[config.mk]
export PLATFORM = sky130hd
export DESIGN_NAME = vn2c_split
export DESIGN_NICKNAME = d
export VERILOG_FILES = /design/src/value_noise_2d_cosine_top_assert.svh /design/src/vn2c_pkg.sv /design/src/vn2c_split.sv
export SDC_FILE = /design/constraint.sdc
export NUM_CORES = 1
export LEC_CHECK = 0
export BUFFER_PORTS_ARGS = -buffer_cell sky130_fd_sc_hd__buf_4
export CELL_PAD_IN_SITES_DETAIL_PLACEMENT = 0
export CELL_PAD_IN_SITES_GLOBAL_PLACEMENT = 1
export CORE_UTILIZATION = 30
export CTS_BUF_LIST = sky130_fd_sc_hd__clkbuf_16
export DETAILED_ROUTE_END_ITERATION = 16
export PLACE_DENSITY_LB_ADDON = 0.1
export SLEW_MARGIN = 20
export SYNTH_ARGS = -nofsm -noshare
export SYNTH_HDL_FRONTEND = slang
export SYNTH_SLANG_ARGS = --single-unit
[constraint.sdc]
create_clock -name clk -period 1.8 [get_ports clk]
set_input_delay 0.36 -clock clk [delete_from_list [all_inputs] [get_ports clk]]
set_output_delay 0.36 -clock clk [all_outputs]
set_load 0.05 [all_outputs]
[src/value_noise_2d_cosine_top_assert.svh]
// assertion macros for the value noise top level
`ifndef VALUE_NOISE_2D_COSINE_TOP_ASSERT_SVH
`define VALUE_NOISE_2D_COSINE_TOP_ASSERT_SVH

// condition implies consequence a fixed number of cycles later
`define VN2C_ASSERT_AFTER(label, ante, cycles, cons, msg) \
    label: assert property (@(posedge clk) disable iff (!rst_n) (ante) |-> ##(cycles) (cons)) \
        else $error(msg);

// condition implies consequence on the next cycle
`define VN2C_ASSERT_NEXT(label, ante, cons, msg) \
    label: assert property (@(posedge clk) disable iff (!rst_n) (ante) |=> (cons)) \
        else $error(msg);

`endif

[src/vn2c_pkg.sv]
// shared constants, types and weight table builder for the value noise block
package vn2c_pkg;

    localparam int FRAC_BITS          = 16;
    localparam int WEIGHT_TABLE_DEPTH = 1024;
    localparam int OUT_FRAC_BITS      = 16;

    localparam int COORD_W     = 32;
    localparam int NOISE_W     = 18;
    localparam int WEIGHT_FRAC = 30;
    localparam int WEIGHT_W    = WEIGHT_FRAC + 1;
    localparam int IDX_W       = $clog2(WEIGHT_TABLE_DEPTH);
    localparam int HASH_W      = 31;
    localparam int CORNERS     = 4;
    localparam int SERIES_TERMS = 9;

    localparam longint unsigned HALF_PI_Q30 = 64'd1686629713;

    typedef logic [IDX_W-1:0] idx_t;
    typedef logic [WEIGHT_W-1:0] weight_t;
    typedef weight_t weight_table_t [WEIGHT_TABLE_DEPTH];
    typedef logic [CORNERS-1:0][HASH_W-1:0] corner_hash_t;

    typedef struct packed {
        logic               valid;
        logic [COORD_W-1:0] ix;
        logic [COORD_W-1:0] iy;
        idx_t               jx;
        idx_t               jy;
    } split_beat_t;

    // sin^2 over a quarter turn, taylor series in horner form
    function automatic weight_table_t build_weight_table();
        weight_table_t   tbl;
        longint unsigned one;
        longint unsigned a;
        longint unsigned a2;
        longint unsigned t;
        longint unsigned s;
        one = 64'd1 << WEIGHT_FRAC;
        for (int i = 0; i < WEIGHT_TABLE_DEPTH; i++)
        begin
            a  = (64'(i) * HALF_PI_Q30) / WEIGHT_TABLE_DEPTH;
            a2 = (a * a) >> WEIGHT_FRAC;
            t  = one;
            for (int k = SERIES_TERMS; k >= 1; k--)
            begin
                t = one - (((a2 * t) >> WEIGHT_FRAC) / 64'((2 * k) * (2 * k + 1)));
            end
            s = (a * t) >> WEIGHT_FRAC;
            tbl[i] = WEIGHT_W'((s * s) >> WEIGHT_FRAC);
        end
        return tbl;
    endfunction

endpackage

[src/vn2c_split.sv]
// coordinate split into lattice integer parts and weight table indexes
module vn2c_split (
    input  logic                                clk,
    input  logic                                rst_n,
    input  logic                                start,
    input  logic signed [vn2c_pkg::COORD_W-1:0] x_coord,
    input  logic signed [vn2c_pkg::COORD_W-1:0] y_coord,
    output vn2c_pkg::split_beat_t               beat
);
    import vn2c_pkg::*;

    localparam int SCALE_W = FRAC_BITS + $clog2(WEIGHT_TABLE_DEPTH + 1);

    function automatic idx_t frac_index(logic [COORD_W-1:0] mag);
        logic [SCALE_W-1:0] scaled;
        scaled = (SCALE_W'(mag[FRAC_BITS-1:0]) * SCALE_W'(WEIGHT_TABLE_DEPTH)) >> FRAC_BITS;
        if (scaled >= SCALE_W'(WEIGHT_TABLE_DEPTH))
        begin
            scaled = SCALE_W'(WEIGHT_TABLE_DEPTH - 1);
        end
        return IDX_W'(scaled);
    endfunction

    function automatic logic [COORD_W-1:0] int_part(logic [COORD_W-1:0] mag, logic neg);
        logic [COORD_W-1:0] ip;
        ip = mag >> FRAC_BITS;
        return neg ? (COORD_W'(0) - ip) : ip;
    endfunction

    logic               valid_a_reg;
    logic [COORD_W-1:0] x_mag_reg;
    logic [COORD_W-1:0] y_mag_reg;
    logic               x_neg_reg;
    logic               y_neg_reg;
    logic [COORD_W-1:0] x_mag_next;
    logic [COORD_W-1:0] y_mag_next;

    logic               valid_b_reg;
    logic [COORD_W-1:0] ix_reg;
    logic [COORD_W-1:0] iy_reg;
    idx_t               jx_reg;
    idx_t               jy_reg;

    assign x_mag_next = x_coord[COORD_W-1] ? (COORD_W'(0) - x_coord) : x_coord;
    assign y_mag_next = y_coord[COORD_W-1] ? (COORD_W'(0) - y_coord) : y_coord;

    always_ff @(posedge clk or negedge rst_n)
    begin
        if (!rst_n)
        begin
            valid_a_reg <= 1'b0;
            valid_b_reg <= 1'b0;
        end
        else
        begin
            valid_a_reg <= start;
            valid_b_reg <= valid_a_reg;
        end
    end

    always_ff @(posedge clk)
    begin
        x_mag_reg <= x_mag_next;
        y_mag_reg <= y_mag_next;
        x_neg_reg <= x_coord[COORD_W-1];
        y_neg_reg <= y_coord[COORD_W-1];
        ix_reg    <= int_part(x_mag_reg, x_neg_reg);
        iy_reg    <= int_part(y_mag_reg, y_neg_reg);
        jx_reg    <= frac_index(x_mag_reg);
        jy_reg    <= frac_index(y_mag_reg);
    end

    assign beat = '{valid: valid_b_reg, ix: ix_reg, iy: iy_reg, jx: jx_reg, jy: jy_reg};

endmodule

==> impl_metrics.tcl, run 1 <==
set metrics [dict create \
    final.period_utilization_pct 98.1 \
    detailroute.via_count 3207 \
    run_status "finished clean" \
    area_post_placement_um2 5640 \
    met1_wl_um 3950 \
    timing_worst_slew_pin_value_ps 582 \
    max_clock_freq_mhz 566 \
    period_needed_ps 1770 \
    routed_wire_length_per_instance_um 11.8 \
    gp_routability_congestion 0.751 \
    post_cts.repair.setup_buffers 0 \
    cts.root.buffer_cell "sky130_fd_sc_hd__clkbuf_16" \
    antenna_left 0 \
    grt_pass1_vias 2925 \
    power.density_cell_area_nw_per_um2 1080 \
    timing.rr.end "ix_reg[16]" \
    critPathMaxFanout 3 \
    setup.worst_path.end_class "flop" \
    cts_made_buffers 9 \
    rr_worst_depth 3 \
    critical_path.reg2reg.startpoint "x_mag_reg[25]" \
    route.met3.wl_um 646 \
    synthesis_to_layout_area_growth_pct 46.4 \
    grt_setup_unrepaired "true" \
    skew_ps 5.54 \
    htreeDepth 3 \
    p_total_mw 6.46 \
    clkTransAtPathRegs_ps 70 \
    final-instance-count-excl-fill 741 \
    slew_limit_headroom_pct 61.1 \
    grt_util_all_layers_pct 12.5 \
    port_buffers 151 \
    clk-insertion-delay-late_ps 340 \
    final_layout_size_suffix_gt1_share_pct 42.7 \
    ys_types 30 \
    globalRouteOverflowTotal 0 \
    cts-root-to-sink-buffers 2 \
    topRoutingLayerUsed "met4" \
    post_synth_inst_count 385 \
    effective_utilization_at_floorplan_pct 30.9 \
    max_cap_viol_count 0 \
    yosys_warnings 0 \
    dp_hpwl_um 6950 \
    synthesized_flop_and_latch_total 110 \
    wire_length_of_the_first_global_routing_pass_um 13800 \
    floorplan.rows 42 \
    fp.dieArea_um2 14200 \
    crit_arrival_ps 1980 \
    synth_sequential_area_ratio_pct 53.9 \
    core_region_area_um2 13300 \
    route.detailed.drc 0 \
    fp.dieH_um 119 \
    fin_nets 629 \
    grt_max_degree 28 \
    horiz_die_dim_um 119 \
    final-hold-violation-count 0 \
    syn_area_um2 4100 \
    report.final.slew_viol_count 0 \
    leak_pwr_nw 2.53 \
    ioPinCount 152 \
    r2r_slack_ps 30 \
    synth.avg_cell_area_um2 10.7 \
    final_worst_path_setup_slack_ps 34.0 \
    worstSetupPathType "reg2reg" \
    setup.worst_path.end "ix_reg[16]" \
    cts_tree "yes" \
    placement.setup.worst_slack_ps -313 \
    drt_iter0_markers 132 \
    worstSetupStartpointType "flop" \
    wl_met2_um 3930 \
    placed_cells 724 \
    timing.critical_path.required_ps 2020 \
    drt-pass1-iter-count 4 \
    final_design_area_no_fill_um2 6010 \
    cts.sinks 110 \
    worstHoldPathType "in2reg" \
    grt_antenna_before_repair 0 \
    setup.worst_path.start "x_mag_reg[25]" \
    syn_nets 454 \
    antennaDiodeCount 0 \
    setup-violations-final 0 \
    avgViaCountPerCell 4.33 \
    postRouteWirelength_um 8760 \
    peakVddDrop_v 0.000557 \
]
[synthesized netlist by cell type]
| cell type | number | area share (%) |
|---|---|---|
| sky130_fd_sc_hd__nor4_1 | 13 | 2.0 |
| sky130_fd_sc_hd__nor4_2 | 1 | 0.30 |
| sky130_fd_sc_hd__or2_2 | 2 | 0.30 |
| sky130_fd_sc_hd__nor2_1 | 10 | 0.91 |
| sky130_fd_sc_hd__clkbuf_1 | 8 | 0.73 |
| sky130_fd_sc_hd__nand3_1 | 6 | 0.73 |
| sky130_fd_sc_hd__nand4_1 | 1 | 0.15 |
| sky130_fd_sc_hd__xnor2_1 | 75 | 16 |
| sky130_fd_sc_hd__or4_4 | 2 | 0.55 |
| sky130_fd_sc_hd__or3_1 | 3 | 0.46 |
| sky130_fd_sc_hd__and4_1 | 1 | 0.21 |
| sky130_fd_sc_hd__o41ai_1 | 7 | 1.5 |
| sky130_fd_sc_hd__o21ai_0 | 27 | 3.3 |
| sky130_fd_sc_hd__buf_4 | 31 | 5.7 |
| sky130_fd_sc_hd__o21ai_2 | 1 | 0.21 |
| sky130_fd_sc_hd__nand2b_1 | 2 | 0.30 |
| sky130_fd_sc_hd__nor2b_1 | 1 | 0.15 |
| sky130_fd_sc_hd__xor2_1 | 3 | 0.64 |
| sky130_fd_sc_hd__o31ai_1 | 21 | 3.8 |
| sky130_fd_sc_hd__dfrtp_1 | 2 | 1.2 |
| sky130_fd_sc_hd__inv_1 | 7 | 0.64 |
| sky130_fd_sc_hd__nor3_1 | 4 | 0.49 |
| sky130_fd_sc_hd__and3_1 | 2 | 0.30 |
| sky130_fd_sc_hd__dfxtp_1 | 108 | 53 |
| sky130_fd_sc_hd__a21boi_0 | 3 | 0.55 |
| sky130_fd_sc_hd__o41a_1 | 2 | 0.55 |
| sky130_fd_sc_hd__o41ai_2 | 2 | 0.79 |
| sky130_fd_sc_hd__nand2_1 | 30 | 2.7 |
| sky130_fd_sc_hd__or4_1 | 8 | 1.5 |
| sky130_fd_sc_hd__ha_1 | 2 | 0.61 |
[kinds of logic after synthesis]
family / after synthesis / synth area share, %
flops: 110 / 53.9
simple gates: 86 / 11.1
xor+xnor: 78 / 16.6
compound gates: 63 / 10.7
buf+inv: 46 / 7.04
fa+ha+maj: 2 / 0.610
[critical path, cell delays in order (launching register included)]
cell	delay (ps)
sky130_fd_sc_hd__dfxtp_1	310
sky130_fd_sc_hd__or4_4	530
sky130_fd_sc_hd__or4_4	440
sky130_fd_sc_hd__o41a_1	350
[cells in the final DEF, fill, tap and decap left out, types with 3 or more instances in the layout]
cell type,netlist,routed
sky130_fd_sc_hd__nand3_1,6,4
sky130_fd_sc_hd__or3_1,3,3
sky130_fd_sc_hd__o31ai_1,21,16
sky130_fd_sc_hd__a21boi_0,3,3
sky130_fd_sc_hd__xnor2_1,75,75
sky130_fd_sc_hd__nor2_1,10,10
sky130_fd_sc_hd__buf_4,31,202
sky130_fd_sc_hd__o41ai_2,2,4
sky130_fd_sc_hd__o31ai_2,0,5
sky130_fd_sc_hd__o41ai_1,7,4
sky130_fd_sc_hd__xor2_1,3,3
sky130_fd_sc_hd__clkbuf_16,0,9
sky130_fd_sc_hd__or4_4,2,4
sky130_fd_sc_hd__nor3_1,4,4
sky130_fd_sc_hd__dfxtp_1,108,108
sky130_fd_sc_hd__or4_1,8,6
sky130_fd_sc_hd__o21ai_0,27,26
sky130_fd_sc_hd__inv_1,7,7
sky130_fd_sc_hd__nand2_1,30,30
sky130_fd_sc_hd__nor4_1,13,10
[worst min path at each step]
stage / from / end / slack, ps / depth (start not counted)
after floorplan: rst_n / valid_a_reg / 60 / 0
after global placement: rst_n / valid_b_reg / 140 / 1
after detailed placement: rst_n / valid_a_reg / 140 / 1
after CTS: start / valid_a_reg / 110 / 1
after global routing: start / valid_a_reg / 110 / 1
final: start / valid_a_reg / 130 / 1
[through the flow]
stage / setup TNS (ps) / util, % / hold slack, ps
after floorplan: -143 / - / 64.4
after global placement: -3520 / 42.4 / 141
after detailed placement: -3960 / 42.4 / 145
after CTS: 0 / 44.9 / 106
after global routing: -107 / 45.2 / 106
final: 0 / 45.2 / 126
[report_power, final]
| part | total (mW) | switching [mW] | internal [mW] |
|---|---|---|---|
| clock network | 1.99 | 0.889 | 1.10 |
| registers | 2.86 | 0.140 | 2.72 |
| logic | 1.61 | 1.02 | 0.589 |
| total | 6.46 | 2.05 | 4.41 |
[per-layer routing]
layer	track usage, %	vias to the layer above
met1	15.7	1428
met3	3.98	16
met2	19.0	112
li1	-	1651
met4	7.04	0
met5	0	-
[cell type report]
type,instances,area [µm²]
inverter,7,26.3
fill,1270,7290
clock buffer,9,225
clock inverter,7,81.3
multi-input combinational,229,1720
tap,176,220
sequential,110,2210
timing repair buffer,203,1530
[timing repair]
| action | 4_1_cts | 5_1_grt |
|---|---|---|
| hold buffers | 1 | 0 |
| gates cloned | 0 | 0 |
| pin swaps | 0 | 0 |
| hold endpoints to repair | 2 | 0 |
| setup endpoints to repair | 1 | 12 |
| gates resized for setup | 2 | 8 |
(Power assumes the default switching activity.)
==> inputs of run 2 (changes only) <==
--- a/config.mk
+++ b/config.mk
@@ -12,6 +12,7 @@
 export CTS_BUF_LIST = sky130_fd_sc_hd__clkbuf_16
 export DETAILED_ROUTE_END_ITERATION = 16
 export PLACE_DENSITY_LB_ADDON = 0.1
+export RECOVER_POWER = 100
 export SLEW_MARGIN = 20
 export SYNTH_ARGS = -nofsm -noshare
 export SYNTH_HDL_FRONTEND = slang
==> run 2 against run 1 <==
Count of clock-buffer cells in the layout is the same. Worst setup slack got worse by 6.7 ps. Global-route usage unchanged. Sequential cell count unchanged.
==> impl_metrics.tcl, run 2 (same netlist as run 1, synthesis figures left out) <==
set metrics [dict create \
    setup.worst_path.end_class "flop" \
    post_cts.repair.setup_buffers 0 \
    final-hold-violation-count 0 \
    layout.cells.most_common "sky130_fd_sc_hd__dfxtp_1" \
    postRouteWirelength_um 8770 \
    avgViaCountPerCell 4.32 \
    grt_pass1_vias 2925 \
    detailroute.via_count 3199 \
    report.final.slew_viol_count 0 \
    slew_limit_headroom_pct 20.0 \
    worstSetupPathType "in2reg" \
    dp_hpwl_um 6950 \
    peakVddDrop_v 0.000555 \
    critPathMaxFanout 3 \
    p_total_mw 6.29 \
    cts.root.buffer_cell "sky130_fd_sc_hd__clkbuf_16" \
    horiz_die_dim_um 119 \
    globalRouteOverflowTotal 0 \
    sequential_cell_area_um2 2210 \
    timing_worst_slew_pin_value_ps 1200 \
    clk-insertion-delay-late_ps 340 \
    final-instance-count-excl-fill 741 \
    crit_arrival_ps 2040 \
    synthesis_to_layout_area_growth_pct 38.3 \
    critical-path-slowest-cell "sky130_fd_sc_hd__or4_4" \
    fp.dieH_um 119 \
    clkTransAtPathRegs_ps 70 \
    setup-violations-final 0 \
    worstSetupStartpointType "input port" \
    worstHoldPathType "in2reg" \
    max_cap_viol_count 0 \
    hold-worst-slack_ps 148 \
    power.density_cell_area_nw_per_um2 1110 \
    route.detailed.drc 0 \
    leak_pwr_nw 2.28 \
    grt_antenna_before_repair 0 \
    mostFrequentLayoutCells "sky130_fd_sc_hd__dfxtp_1, sky130_fd_sc_hd__buf_4, sky130_fd_sc_hd__xnor2_1" \
    gp_routability_congestion 0.751 \
    critical_path.n_buffers_inverters 1 \
    path_delay_family "simple AND/OR/NAND/NOR gates" \
    timing.critical_path.required_ps 2070 \
    ioPinCount 152 \
    antennaDiodeCount 0 \
    drt-pass1-iter-count 4 \
    filler_cell_count 1343 \
    cts_made_buffers 9 \
    max_clock_freq_mhz 564 \
    wire_length_of_the_first_global_routing_pass_um 13800 \
    drt_iter0_markers 125 \
    placed_cells 724 \
    grt_max_degree 28 \
    period_needed_ps 1770 \
    placement.setup.worst_slack_ps -313 \
    hp-start "start" \
    run_status "finished clean" \
    final_worst_path_setup_slack_ps 27.3 \
    delay_contributed_by_the_slowest_stage_of_the_critical_path_ps 520 \
    routed_wire_length_per_instance_um 11.8 \
    timing.critical_path.cells "buf_4 > or4_4 > or3_1 > or4_1 > o21ai_2 > xnor2_1" \
    core_region_area_um2 13300 \
    skew_ps 5.46 \
    fin_nets 629 \
    effective_utilization_at_floorplan_pct 30.9 \
    antenna_left 0 \
    setup.worst_path.start "x_coord[25]" \
    final.period_utilization_pct 98.5 \
    floorplan.rows 42 \
    critical_path.reg2reg.startpoint "x_mag_reg[25]" \
    fp.dieArea_um2 14200 \
    cts.sinks 110 \
    htreeDepth 3 \
    setup_tns_ps 0 \
    grt_setup_unrepaired "true" \
    final_layout_size_suffix_gt1_share_pct 31.5 \
    cts-root-to-sink-buffers 2 \
    grt_util_all_layers_pct 12.5 \
    multiInputGateArea_um2 1690 \
    cts_tree "yes" \
    port_buffers 151 \
]
## run 2: cell types whose count changed in the layout (fill, tap and decap cells not counted)
cell	previous run	this run
sky130_fd_sc_hd__clkbuf_2	0	32
sky130_fd_sc_hd__o31ai_2	5	4
sky130_fd_sc_hd__clkbuf_4	0	4
sky130_fd_sc_hd__clkbuf_1	0	61
sky130_fd_sc_hd__o31ai_1	16	17
sky130_fd_sc_hd__buf_4	202	105
sky130_fd_sc_hd__o41ai_2	4	5
sky130_fd_sc_hd__o41ai_4	1	0
sky130_fd_sc_hd__nand3_1	4	5
sky130_fd_sc_hd__nand3_2	2	1
## run 2: layout make-up
type	count	area share, %
tap	176	3.88
multi-input combinational	229	29.8
inverter	7	0.463
sequential	110	39.0
clock buffer	9	3.97
timing repair buffer	203	21.4
clock inverter	7	1.43
## run 2: report_power, final
part           switching [mW]  leakage [nW]  total [mW]  internal (mW)
Combinational            1.02          1.20        1.44          0.419
Sequential              0.136         0.934        2.86           2.72
Clock                   0.887         0.146        1.99           1.10
## run 2: path summary, 6_finish.rpt
check	end	slack, ps	cells after the start
hold / removal	valid_a_reg	150	1
hold reg to reg	jx_reg[9]	330	0
min in group asynchronous	valid_a_reg	340	2
setup reg to reg	ix_reg[16]	30	3
setup / recovery	x_mag_reg[30]	30	6
max in group asynchronous	valid_b_reg	1340	2
## run 2: repair_timing
action / CTS / global route
gates resized for setup: 2 / 8
hold buffers: 1 / 0
setup endpoints to repair: 1 / 12
endpoints found under the hold margin: 2 / 0
## run 2: per-stage QoR
stage / cell area, µm² / util, %
floorplan: 4180 / -
global placement: 5640 / 42.4
detailed placement: 5640 / 42.4
CTS: 5960 / 44.9
global route: 5680 / 42.7
finish: 5680 / 42.7
## run 2: metal layers
| metal | vias to the layer above | wire (µm) | track usage (%) |
|---|---|---|---|
| li1 | 1653 | - | - |
| met1 | 1419 | 3980 | 15.7 |
| met2 | 111 | 3880 | 19.0 |
| met3 | 16 | 672 | 3.98 |
| met4 | 0 | 228 | 7.04 |
| met5 | - | 0 | 0 |
